**src/design/fmtp_pkg.sv**
```systemverilog
// shared constants, types and command/status bundles for the format printer
package fmtp_pkg;

    localparam int unsigned MAX_FIELD_WIDTH = 64;
    localparam int unsigned WIDTH_BITS      = 7;
    localparam int unsigned CHAR_BITS       = 8;
    localparam int unsigned ARG_BITS        = 32;
    localparam int unsigned NUM_DIGITS      = 10;
    localparam int unsigned HEX_DIGITS      = 8;
    localparam int unsigned S_TDATA_BITS    = 40;
    localparam int unsigned M_TDATA_BITS    = 8;

    localparam logic [7:0] CH_ZERO    = 8'h30;
    localparam logic [7:0] CH_NINE    = 8'h39;
    localparam logic [7:0] CH_UPPER_A = 8'h41;
    localparam logic [7:0] CH_PERCENT = 8'h25;
    localparam logic [7:0] CH_MINUS   = 8'h2D;
    localparam logic [7:0] CH_SPACE   = 8'h20;
    localparam logic [7:0] CH_LOWER_X = 8'h78;
    localparam logic [7:0] CH_LOWER_D = 8'h64;
    localparam logic [7:0] CH_LOWER_C = 8'h63;
    localparam logic [3:0] NIBBLE_MASK = 4'hF;
    localparam logic [3:0] DEC_RADIX   = 4'd10;

    // 2^35 / 10 rounded up, exact quotient for any 32-bit value
    localparam logic [31:0] RECIP_TEN = 32'hCCCC_CCCD;
    localparam int unsigned RECIP_SHIFT = 35;

    typedef enum logic [2:0] {
        KIND_PERCENT,
        KIND_FLAG,
        KIND_DIGIT,
        KIND_HEX,
        KIND_DEC,
        KIND_SINGLE
    } kind_t;

    typedef enum logic [2:0] {
        PARSE_HOLD,
        PARSE_PERCENT,
        PARSE_FLAG,
        PARSE_DIGIT,
        PARSE_CLEAR
    } parse_op_t;

    typedef enum logic [1:0] {
        EMIT_PAD,
        EMIT_SIGN,
        EMIT_DIGIT,
        EMIT_SINGLE
    } emit_sel_t;

    typedef struct packed {
        logic      capture;
        parse_op_t parse_op;
        logic      load_hex;
        logic      load_dec;
        logic      mul;
        logic      digit;
        logic      load_pad;
        logic      emit;
        emit_sel_t emit_sel;
        logic      emit_last;
    } cmd_t;

    typedef struct packed {
        kind_t kind;
        logic  out_free;
        logic  pad_zero;
        logic  neg;
        logic  digit_done;
        logic  idx_one;
    } status_t;

    function automatic logic [7:0] nibble_to_ascii(input logic [3:0] d);
        logic [7:0] r;
        if (d < DEC_RADIX) begin
            r = CH_ZERO + {4'd0, d};
        end else begin
            r = CH_UPPER_A + {4'd0, d - DEC_RADIX};
        end
        return r;
    endfunction

endpackage

```
**src/design/fmtp_ctrl.sv**
```systemverilog
// controller state machine sequencing decode, digit conversion and character output
module fmtp_ctrl (
    input  logic              aclk,
    input  logic              aresetn,
    input  logic              in_valid,
    output logic              in_ready,
    input  fmtp_pkg::status_t status,
    output fmtp_pkg::cmd_t    cmd
);

    typedef enum logic [2:0] {
        ST_IDLE,
        ST_DECODE,
        ST_MUL,
        ST_DIGIT,
        ST_PADSET,
        ST_PAD,
        ST_TEXT,
        ST_SINGLE
    } state_t;

    state_t state_reg, state_next;

    always_ff @(posedge aclk) begin
        if (!aresetn) begin
            state_reg <= ST_IDLE;
        end else begin
            state_reg <= state_next;
        end
    end

    assign in_ready = (state_reg == ST_IDLE);

    always_comb begin
        state_next    = state_reg;
        cmd           = '0;
        cmd.parse_op  = fmtp_pkg::PARSE_HOLD;
        cmd.emit_sel  = fmtp_pkg::EMIT_PAD;
        case (state_reg)
            ST_IDLE: begin
                if (in_valid) begin
                    cmd.capture = 1'b1;
                    state_next  = ST_DECODE;
                end
            end
            ST_DECODE: begin
                case (status.kind)
                    fmtp_pkg::KIND_PERCENT: begin
                        cmd.parse_op = fmtp_pkg::PARSE_PERCENT;
                        state_next   = ST_IDLE;
                    end
                    fmtp_pkg::KIND_FLAG: begin
                        cmd.parse_op = fmtp_pkg::PARSE_FLAG;
                        state_next   = ST_IDLE;
                    end
                    fmtp_pkg::KIND_DIGIT: begin
                        cmd.parse_op = fmtp_pkg::PARSE_DIGIT;
                        state_next   = ST_IDLE;
                    end
                    fmtp_pkg::KIND_HEX: begin
                        cmd.load_hex = 1'b1;
                        state_next   = ST_PADSET;
                    end
                    fmtp_pkg::KIND_DEC: begin
                        cmd.load_dec = 1'b1;
                        state_next   = ST_MUL;
                    end
                    default: begin
                        state_next = ST_SINGLE;
                    end
                endcase
            end
            ST_MUL: begin
                cmd.mul    = 1'b1;
                state_next = ST_DIGIT;
            end
            ST_DIGIT: begin
                cmd.digit  = 1'b1;
                state_next = status.digit_done ? ST_PADSET : ST_MUL;
            end
            ST_PADSET: begin
                cmd.load_pad = 1'b1;
                state_next   = ST_PAD;
            end
            ST_PAD: begin
                // padding first, then the sign, both never the final character
                if (!status.pad_zero) begin
                    if (status.out_free) begin
                        cmd.emit     = 1'b1;
                        cmd.emit_sel = fmtp_pkg::EMIT_PAD;
                    end
                end else if (status.neg) begin
                    if (status.out_free) begin
                        cmd.emit     = 1'b1;
                        cmd.emit_sel = fmtp_pkg::EMIT_SIGN;
                        state_next   = ST_TEXT;
                    end
                end else begin
                    state_next = ST_TEXT;
                end
            end
            ST_TEXT: begin
                if (status.out_free) begin
                    cmd.emit      = 1'b1;
                    cmd.emit_sel  = fmtp_pkg::EMIT_DIGIT;
                    cmd.emit_last = status.idx_one;
                    if (status.idx_one) begin
                        cmd.parse_op = fmtp_pkg::PARSE_CLEAR;
                        state_next   = ST_IDLE;
                    end
                end
            end
            ST_SINGLE: begin
                if (status.out_free) begin
                    cmd.emit      = 1'b1;
                    cmd.emit_sel  = fmtp_pkg::EMIT_SINGLE;
                    cmd.emit_last = 1'b1;
                    cmd.parse_op  = fmtp_pkg::PARSE_CLEAR;
                    state_next    = ST_IDLE;
                end
            end
            default: begin
                state_next = ST_IDLE;
            end
        endcase
    end

endmodule

```
**src/design/fmtp_dp.sv**
```systemverilog
// datapath: parse state, digit generation by reciprocal multiply, output register
module fmtp_dp (
    input  logic              aclk,
    input  logic              aresetn,
    input  fmtp_pkg::cmd_t    cmd,
    output fmtp_pkg::status_t status,
    input  logic [39:0]       in_data,
    output logic              out_valid,
    input  logic              out_ready,
    output logic [7:0]        out_char,
    output logic              out_last
);

    localparam logic [1:0] MODE_PLAIN  = 2'd0;
    localparam logic [1:0] MODE_PCT    = 2'd1;
    localparam logic [1:0] MODE_WIDTH  = 2'd2;

    logic [7:0]  char_reg;
    logic [31:0] arg_reg;
    logic [1:0]  mode_reg;
    logic        zpad_reg;
    logic [6:0]  width_reg;
    logic [31:0] mag_reg;
    logic [28:0] quot_reg;
    logic        neg_reg;
    logic [3:0]  dig_reg [fmtp_pkg::NUM_DIGITS];
    logic [3:0]  nd_reg;
    logic [3:0]  idx_reg;
    logic [6:0]  pad_reg;
    logic        out_valid_reg;
    logic [7:0]  out_char_reg;
    logic        out_last_reg;

    logic        in_spec;
    logic        is_digit;
    fmtp_pkg::kind_t kind_sel;
    logic [9:0]  width_sum;
    logic [6:0]  width_next;
    logic [63:0] product;
    logic [31:0] rem_full;
    logic [4:0]  text_len;
    logic [3:0]  idx_less;
    logic [7:0]  single_char;
    logic [7:0]  emit_char;

    assign in_spec  = (mode_reg == MODE_PCT) || (mode_reg == MODE_WIDTH);
    assign is_digit = (char_reg >= fmtp_pkg::CH_ZERO) && (char_reg <= fmtp_pkg::CH_NINE);

    always_comb begin
        if (mode_reg == MODE_PCT && char_reg == fmtp_pkg::CH_ZERO) begin
            kind_sel = fmtp_pkg::KIND_FLAG;
        end else if (in_spec && is_digit) begin
            kind_sel = fmtp_pkg::KIND_DIGIT;
        end else if (in_spec && char_reg == fmtp_pkg::CH_LOWER_X) begin
            kind_sel = fmtp_pkg::KIND_HEX;
        end else if (in_spec && char_reg == fmtp_pkg::CH_LOWER_D) begin
            kind_sel = fmtp_pkg::KIND_DEC;
        end else if (!in_spec && char_reg == fmtp_pkg::CH_PERCENT) begin
            kind_sel = fmtp_pkg::KIND_PERCENT;
        end else begin
            kind_sel = fmtp_pkg::KIND_SINGLE;
        end
    end

    // width accumulates decimal digits and saturates at the field limit
    assign width_sum  = 10'(width_reg) * 10'd10 + {6'd0, char_reg[3:0]};
    assign width_next = (width_sum > 10'(fmtp_pkg::MAX_FIELD_WIDTH))
                        ? 7'(fmtp_pkg::MAX_FIELD_WIDTH) : width_sum[6:0];

    assign product  = mag_reg * fmtp_pkg::RECIP_TEN;
    assign rem_full = mag_reg - ({3'd0, quot_reg} << 3) - ({3'd0, quot_reg} << 1);
    assign text_len = {1'b0, nd_reg} + {4'd0, neg_reg};
    assign idx_less = idx_reg - 4'd1;

    assign single_char = (in_spec && char_reg == fmtp_pkg::CH_LOWER_C) ? arg_reg[7:0]
                                                                       : char_reg;

    always_comb begin
        case (cmd.emit_sel)
            fmtp_pkg::EMIT_PAD:   emit_char = zpad_reg ? fmtp_pkg::CH_ZERO : fmtp_pkg::CH_SPACE;
            fmtp_pkg::EMIT_SIGN:  emit_char = fmtp_pkg::CH_MINUS;
            fmtp_pkg::EMIT_DIGIT: emit_char = fmtp_pkg::nibble_to_ascii(dig_reg[idx_less]);
            default:              emit_char = single_char;
        endcase
    end

    assign status.kind       = kind_sel;
    assign status.out_free   = !out_valid_reg || out_ready;
    assign status.pad_zero   = (pad_reg == 7'd0);
    assign status.neg        = neg_reg;
    assign status.digit_done = (quot_reg == 29'd0) ||
                               (nd_reg == 4'(fmtp_pkg::NUM_DIGITS - 1));
    assign status.idx_one    = (idx_reg == 4'd1);

    // parse state and output handshake
    always_ff @(posedge aclk) begin
        if (!aresetn) begin
            mode_reg      <= MODE_PLAIN;
            zpad_reg      <= 1'b0;
            width_reg     <= 7'd0;
            out_valid_reg <= 1'b0;
        end else begin
            case (cmd.parse_op)
                fmtp_pkg::PARSE_PERCENT: begin
                    mode_reg  <= MODE_PCT;
                    zpad_reg  <= 1'b0;
                    width_reg <= 7'd0;
                end
                fmtp_pkg::PARSE_FLAG: begin
                    mode_reg <= MODE_WIDTH;
                    zpad_reg <= 1'b1;
                end
                fmtp_pkg::PARSE_DIGIT: begin
                    mode_reg  <= MODE_WIDTH;
                    width_reg <= width_next;
                end
                fmtp_pkg::PARSE_CLEAR: begin
                    mode_reg  <= MODE_PLAIN;
                    zpad_reg  <= 1'b0;
                    width_reg <= 7'd0;
                end
                default: begin
                end
            endcase
            if (cmd.emit) begin
                out_valid_reg <= 1'b1;
            end else if (out_ready) begin
                out_valid_reg <= 1'b0;
            end
        end
    end

    // payload registers
    always_ff @(posedge aclk) begin
        if (cmd.capture) begin
            char_reg <= in_data[7:0];
            arg_reg  <= in_data[39:8];
        end
        if (cmd.load_hex) begin
            for (int i = 0; i < fmtp_pkg::HEX_DIGITS; i++) begin
                dig_reg[i] <= arg_reg[i*4 +: 4] & fmtp_pkg::NIBBLE_MASK;
            end
            nd_reg  <= 4'(fmtp_pkg::HEX_DIGITS);
            neg_reg <= 1'b0;
        end
        if (cmd.load_dec) begin
            neg_reg <= arg_reg[31];
            mag_reg <= arg_reg[31] ? (32'd0 - arg_reg) : arg_reg;
            nd_reg  <= 4'd0;
        end
        if (cmd.mul) begin
            quot_reg <= product[63:fmtp_pkg::RECIP_SHIFT];
        end
        if (cmd.digit) begin
            dig_reg[nd_reg] <= rem_full[3:0];
            nd_reg          <= nd_reg + 4'd1;
            mag_reg         <= {3'd0, quot_reg};
        end
        if (cmd.load_pad) begin
            pad_reg <= (width_reg > 7'(text_len)) ? (width_reg - 7'(text_len)) : 7'd0;
            idx_reg <= nd_reg;
        end
        if (cmd.emit) begin
            out_char_reg <= emit_char;
            out_last_reg <= cmd.emit_last;
            if (cmd.emit_sel == fmtp_pkg::EMIT_PAD) begin
                pad_reg <= pad_reg - 7'd1;
            end
            if (cmd.emit_sel == fmtp_pkg::EMIT_DIGIT) begin
                idx_reg <= idx_less;
            end
        end
    end

    assign out_valid = out_valid_reg;
    assign out_char  = out_char_reg;
    assign out_last  = out_last_reg;

endmodule

```
**src/design/format_string_integer_printer.sv**
```systemverilog
// a plain or echoed character passes through the decode and single-character states to the output register
// one request at a time; prefix, flag and width requests only update the parse state,
// hex and decimal requests load their digits, set the padding, then emit pad, sign and digits,
// and an output stall holds the sequencer until the character is taken
// decimal digits come from a reciprocal multiply, alternating multiply and digit states
// reset: synchronous aresetn clears the parse state, the sequencer and m_tvalid
module format_string_integer_printer (
    input  logic        aclk,
    input  logic        aresetn,
    input  logic        s_tvalid,
    output logic        s_tready,
    input  logic [39:0] s_tdata,   // [7:0] format_char, [39:8] arg_value
    output logic        m_tvalid,
    input  logic        m_tready,
    output logic [7:0]  m_tdata,   // [7:0] out_char
    output logic        m_tlast
);

    fmtp_pkg::cmd_t    cmd;
    fmtp_pkg::status_t status;

    fmtp_ctrl u_ctrl (
        .aclk     (aclk),
        .aresetn  (aresetn),
        .in_valid (s_tvalid),
        .in_ready (s_tready),
        .status   (status),
        .cmd      (cmd)
    );

    fmtp_dp u_dp (
        .aclk      (aclk),
        .aresetn   (aresetn),
        .cmd       (cmd),
        .status    (status),
        .in_data   (s_tdata),
        .out_valid (m_tvalid),
        .out_ready (m_tready),
        .out_char  (m_tdata),
        .out_last  (m_tlast)
    );

endmodule

```
**config.mk**
```make
export PLATFORM = sky130hd
export DESIGN_NAME = format_string_integer_printer
export DESIGN_NICKNAME = d
export VERILOG_FILES = /design/src/design/fmtp_pkg.sv /design/src/design/fmtp_ctrl.sv /design/src/design/fmtp_dp.sv /design/src/design/format_string_integer_printer.sv
export SDC_FILE = /design/constraint.sdc
export NUM_CORES = 1
export LEC_CHECK = 0
export BUFFER_PORTS_ARGS = -buffer_cell sky130_fd_sc_hd__buf_2
export CAP_MARGIN = 10
export CORE_ASPECT_RATIO = 0.9
export CORE_MARGIN = 4
export CORE_UTILIZATION = 45
export CTS_CLUSTER_DIAMETER = 50
export DETAILED_ROUTE_END_ITERATION = 10
export GPL_TIMING_DRIVEN = 0
export PLACE_DENSITY = 0.61
export SLEW_MARGIN = 10
export SYNTH_ARGS = -nofsm -noshare
export SYNTH_HDL_FRONTEND = slang
export SYNTH_SLANG_ARGS = --single-unit
export TNS_END_PERCENT = 100
```
**constraint.sdc**
```tcl
create_clock -name aclk -period 13.45 [get_ports aclk]
set_input_delay 2.69 -clock aclk [delete_from_list [all_inputs] [get_ports aclk]]
set_output_delay 2.69 -clock aclk [all_outputs]
set_load 0.005 [all_outputs]
```
==> metrics.csv, run 1 <==
metric;value;unit
crit path DAT;8.94;ns
Critical Path Sink Type;register;
CP dominant cell by count;fa_1;
dominant cell type by area after synthesis;fa_1;
DR vias/cell;5.366;
post-DR wirelength/cell;21.38;µm
placed insts;3357;
worst reg2reg setup slack;4.76;ns
Final Hold Fails;0;
number of I/O pins;55;
Worst slew margin;0.2127;
max reg flops;64;
Post-Synth Simple-Gate Area;0.07271;
Max clock buf depth;3;
Distinct cells, synth;65;
Final ANT Viol Nets;0;
XOR/XNOR share of the synthesized area;0.04354;
Fmax;0.1150;GHz
critical hold path startpoint;u_dp.mode_reg[0];
critical path data required time;13.70;ns
TNS Setup;0;ns
Synth async-reset ratio;0;
Synth top area share;0.2933;
total CTS buffers;20;
Die Y-Extent;238.4;µm
crit path cell chain;ha_1 -> inv_1 -> fa_1 -> inv_1 -> fa_1 -> inv_1 -> fa_1 -> inv_1 -> fa_1 -> fa_1 -> fa_1 -> inv_1 -> fa_1 -> inv_1 -> ha_1 -> nand4_1 -> o41ai_1 -> nor4_1 -> nor2_1 -> a21o_1 -> a21o_1 -> a31oi_1 -> xnor2_1;
nets@finish;3421;
first-pass GRT wire length;113.2;mm
row count;84;
grt total ovfl;0;
slowest stage delay, CP;0.81;ns
#FFs+latches synth;204;
Layout Area Growth over Synthesis;7.483;%
Hold Path Depth;2;
# fillers;5429;
total of max-cap violations;0;
CP max-delay cell;o41ai_1;
DRT Wirelength;72.56;mm
hold crit path type;reg2reg;
Core ar.;0.05844;mm²
Worst Path Max Fanout;5;
CTS tree;yes;
Mapped Cells;2527;
Avg Cell Area, Syn;10.51;µm²
RSZ-0062 raised after global routing;false;
post-synthesis mux area share;0.01753;
Final Instance Count excl. Fillers;3393;
status;finished, final reports clean;
top_reg_cell synth;edfxtp_1;
antenna fix cells;0;
post-synthesis sequential area ratio;0.2201;
drt pass-1 iters;6;
EDFF count, synth;176;
die area;0.06296;mm²
synth warn;0;
Worst-path clk slew;0.07;ns
Adder-Cell Fraction of Synth Area;0.4738;
Critical Setup Path Class;reg2reg;
number of global-route vias before repair;19500;
via count;18210;
crit path launch type;register;
share of post-route cells with drive strength above 1;0.04811;
Die X-Extent;264.1;µm
Starting Density;0.4544;
worst-margin pin slew;1.173;ns
Reg2Reg Capture Point;u_dp.quot_reg[21];
Slew Limit Fails;0;
largest family of logic cells by synthesized area;adder cells;
clk sinks;204;
PortBufs;53;
Hold Path Sink;u_dp.mode_reg[0];
pin count of the biggest net entering global routing;33;
clk_skew;0.01196;ns
Global Route Usage Sum;0.2335;
RR Startpoint;u_dp.mag_reg[17];
Setup Fix Bufs, Post-CTS;0;
Final setup viols;0;
top post-synthesis cells by area;fa_1 29%, edfxtp_1 20%, ha_1 18%, inv_1 9.1%, xor2_1 2.7%;
dpl hpwl;63.07;mm
R2R depth;23;
Synthesized Nets;3343;
cts hold-fix bufs;0;
root buf cell;clkbuf_16;
post-cts sizing count;0;
initial antenna violation count;1;
Synth Area in Compound Gates;0.07563;
fin crit period;8.694;ns
GPL Wtd Cong;0.9663;
htree depth;1;
cell area after synthesis;0.02655;mm²
First DRT Iteration DRCs;1546;
drc violations;0;
Clk Latency, worst-skew pair;0.51;ns
Final period util;0.6464;
-- worst max-delay path, delay by kind of cell, from the launching register on --
family                   cells  cell delay [ns]
XOR/XNOR                     1             0.15
flip-flops                   1             0.76
buffers and inverters        6             0.48
adder cells (fa/ha/maj)      9             4.49
AO/OA/AOI/OAI                4             1.45
AND/OR/NAND/NOR              3             1.08
-- placed cells by master, fill, tap and decap left out, types with 7 or more instances in the layout --
cell	count
inv_1	646
fa_1	389
o21ai_0	117
nor2b_1	15
buf_2	53
xor2_1	83
mux4_2	18
a21oi_1	70
clkbuf_16	22
a21o_1	40
o211ai_1	12
nor3b_1	7
nand2_1	152
and3_1	9
and2_1	26
xnor2_1	49
ha_1	383
dfxtp_1	28
nor4_1	11
clkbuf_1	40
nor3_1	20
nand2b_1	13
nor2_1	54
o31ai_1	8
nand3_1	17
o21bai_1	10
edfxtp_1	176
or3_1	10
a211oi_1	10
nand4_1	21
-- stage by stage --
step	instance area [µm²]	setup slack, ns	util	hold slack [ns]
6_report	28540	4.756	0.4884	0.4640
5_1_grt	28540	4.473	0.4884	0.4914
4_1_cts	28540	4.901	0.4884	0.4662
3_5_place_dp	27830	4.893	0.4763	0.4547
3_3_place_gp	27790	4.903	0.4755	0.4415
2_1_floorplan	26550	6.359	-	0.4264
-- cell type report --
| type | instances | area [µm²] | area share |
|---|---|---|---|
| Clock buffer | 27 | 579.3 | 0.02030 |
| Multi-Input combinational cell | 1639 | 18150 | 0.6361 |
| Sequential cell | 204 | 5846 | 0.2048 |
| Timing Repair Buffer | 56 | 300.3 | 0.01052 |
| Clock inverter | 9 | 123.9 | 0.004340 |
| Tap cell | 774 | 968.4 | 0.03393 |
| Buffer | 38 | 142.6 | 0.004998 |
| Inverter | 646 | 2425 | 0.08496 |
-- routing by layer --
metal  up-vias  GRT usage  wire [µm]
li1       8317          -          -
met3       116    0.04877       5747
met4         2    0.06338       2334
met5         -          0         13
met2       656     0.3723      32880
met1      9116     0.3277      31590
-- worst max-delay path by stage --
stage,startpoint,end,cells after the start,slack [ns]
2_1_floorplan,u_dp.mag_reg[7],u_dp.quot_reg[19],26,6.36
3_3_place_gp,u_dp.mag_reg[20],u_dp.quot_reg[21],23,4.90
3_5_place_dp,u_dp.mag_reg[19],u_dp.quot_reg[21],23,4.89
4_1_cts,u_dp.mag_reg[19],u_dp.quot_reg[21],23,4.90
5_1_grt,u_dp.mag_reg[17],u_dp.quot_reg[22],23,4.47
6_report,u_dp.mag_reg[17],u_dp.quot_reg[21],23,4.76
-- cells in the mapped netlist (11+ instances only) --
cell type,instances
nor4_1,11
o211ai_1,12
mux4_2,18
o21ai_0,117
and2_1,27
a21o_1,40
xnor2_1,49
nor2_1,54
dfxtp_1,28
xor2_1,83
nand2_1,153
edfxtp_1,176
fa_1,389
clkbuf_1,36
nand2b_1,13
nand3_1,17
ha_1,383
nand4_1,21
inv_1,646
a21oi_1,70
nor3_1,21
nor2b_1,15
-- cell families (layout without fill, tap and decap cells) --
kind of cell / Yosys count / in the layout
buf+inv: 684 / 776
compound gates: 323 / 323
flops: 204 / 204
simple gates: 388 / 388
mux: 24 / 24
fa+ha+maj: 772 / 772
xor+xnor: 132 / 132
Power of run 1 is left out: the tool's default activity adds up to more than one toggle a clock period on the data nets, which glitch-free logic cannot reach.
==> run 2: changes to the inputs <==
==> constraint.sdc (replaced) <==
create_clock -name aclk -period 8.2 [get_ports aclk]
set_input_delay 1.64 -clock aclk [delete_from_list [all_inputs] [get_ports aclk]]
set_output_delay 1.64 -clock aclk [all_outputs]
set_load 0.005 [all_outputs]
==> run 2 against run 1 <==
Maximum frequency is 9.8% higher. Clock skew is 0.00053 ns lower. Hold slack better by 0.00092 ns. Register-to-register slack worse by 4.5 ns. Final cell count is 0.68% higher. Sequential cell count stayed put. Die area stayed put. Critical endpoint is now u_dp.quot_reg[15]. Largest cell class unchanged. Highest routed layer unchanged.
==> metrics.csv, run 2 (synthesis results as in run 1) <==
metric;value;unit;change
share of post-route cells with drive strength above 1;0.06510;;+0.01699
antenna fix cells;0;;unchanged
Worst slew margin;0.2106;;-0.002026
status;finished, final reports clean;;
critical path data required time;8.45;ns;-5.25 ns
total CTS buffers;20;;unchanged
dpl ws;-0.3570;ns;-5.250 ns
max reg flops;64;;unchanged
Die X-Extent;264.1;µm;unchanged
Final setup viols;0;;unchanged
GPL Wtd Cong;0.9663;;unchanged
root buf cell;clkbuf_16;;
worst-margin pin slew;1.176;ns;+0.003016 ns
fin util;0.4940;;+0.005588
M1 GR Usage;0.3287;;+0.001011
Final period util;0.9657;;+0.3193
PortBufs;53;;unchanged
crit path DAT;8.17;ns;-0.77 ns
TNS Setup;0;ns;unchanged
nets@finish;3444;;+0.67%
row count;84;;unchanged
CTS tree;yes;;
# fillers;5394;;-0.64%
first-pass GRT wire length;113.5;mm;+0.25%
number of global-route vias before repair;19570;;+0.33%
worst reg2reg setup slack;0.28;ns;-4.47 ns
Critical Path Sink Type;register;;
Final ANT Viol Nets;0;;unchanged
dpl hpwl;63.07;mm;unchanged
post-DR wirelength/cell;21.40;µm;about the same
crit path launch type;register;;
drt pass-1 iters;5;;-1
clk sinks;204;;unchanged
number of I/O pins;55;;unchanged
Max clock buf depth;3;;unchanged
Core ar.;0.05844;mm²;unchanged
Layout Area Growth over Synthesis;8.713;%;
clk_skew;0.01143;ns;-0.0005287 ns
Final Hold Fails;0;;unchanged
htree depth;1;;unchanged
grt total ovfl;0;;unchanged
Slew Limit Fails;0;;unchanged
drc violations;0;;unchanged
cts hold-fix bufs;0;;unchanged
initial antenna violation count;1;;unchanged
Clk Latency, worst-skew pair;0.51;ns;about the same
final worst setup slack;0.2813;ns;-4.475 ns
Top Usage Layer GRT;met2;;
GR Util met2;0.3730;;+0.0006279
Die Y-Extent;238.4;µm;unchanged
Critical Setup Path Class;reg2reg;;
hold crit path type;reg2reg;;
worst hold slack;0.4649;ns;+0.0009180 ns
Fmax;0.1263;GHz;+9.8%
most frequent cells in the layout;646 x inv_1, 389 x fa_1, 370 x ha_1, 176 x edfxtp_1, 152 x nand2_1;;
pin count of the biggest net entering global routing;33;;unchanged
Worst Path Max Fanout;5;;unchanged
First DRT Iteration DRCs;1461;;-5.5%
die area;0.06296;mm²;unchanged
Starting Density;0.4544;;unchanged
total of max-cap violations;0;;unchanged
commonest non-fill, non-tap cell in the layout;inv_1;;
DR vias/cell;5.374;;+0.16%
Global Route Usage Sum;0.2342;;+0.0006688
DRT Wirelength;73.10;mm;+0.75%
M3 GR Usage;0.04908;;+0.0003093
fin crit period;7.919;ns;-0.7752 ns
Worst-path clk slew;0.06;ns;about the same
via count;18360;;+0.83%
==> run 2: layout make-up <==
type	instances	area, µm²	area share
buffer	38	143.9	0.004985
clock buffer	27	579.3	0.02007
clock inverter	9	123.9	0.004291
inverter	646	2425	0.08400
multi-input combinational	1639	18310	0.6342
sequential	204	5846	0.2025
tap	774	968.4	0.03355
timing repair buffer	79	473.0	0.01638
==> run 2: what timing repair did <==
item,CTS,global route
buffers inserted,6,17
resized for setup,11,22
pin swaps,0,1
setup endpoints to repair,17,16
==> run 2: critical path: stages, from the launching register on <==
cell	delay (ns)
edfxtp_1	0.66
ha_2	0.58
inv_1	0.12
fa_1	0.49
inv_1	0.05
fa_1	0.49
inv_1	0.07
fa_1	0.52
inv_1	0.06
fa_1	0.57
fa_1	0.43
fa_1	0.49
inv_1	0.05
fa_1	0.47
inv_1	0.04
ha_1	0.38
inv_1	0.12
o21bai_1	0.10
a21oi_2	0.33
o41ai_4	0.19
nor4_2	0.47
nor2_4	0.14
a211o_1	0.32
a31o_2	0.26
a21oi_1	0.17
xnor2_1	0.08
==> run 2: through the flow <==
step | cell area [µm²] | instances
floorplan | 26550 | 2527
global placement | 27790 | 3354
detailed placement | 27830 | 3357
CTS | 28620 | 3399
global route | 28870 | 3416
finish | 28870 | 3416
==> run 2: path summary, 6_finish.rpt <==
path,start,endpoint,cells past startpoint
hold / removal,u_dp.mode_reg[0],u_dp.mode_reg[0],2
setup / recovery,u_dp.mag_reg[20],u_dp.quot_reg[15],25
hold reg to reg,u_dp.mode_reg[0],u_dp.mode_reg[0],2
setup reg to reg,u_dp.mag_reg[20],u_dp.quot_reg[15],25
==> run 2: per-layer routing <==
layer,part of all wire,vias up
met1,0.44,9254
met5,0.00018,-
met3,0.074,118
met2,0.45,626
met4,0.031,2
li1,-,8359
Power of run 2 is left out for the same reason.
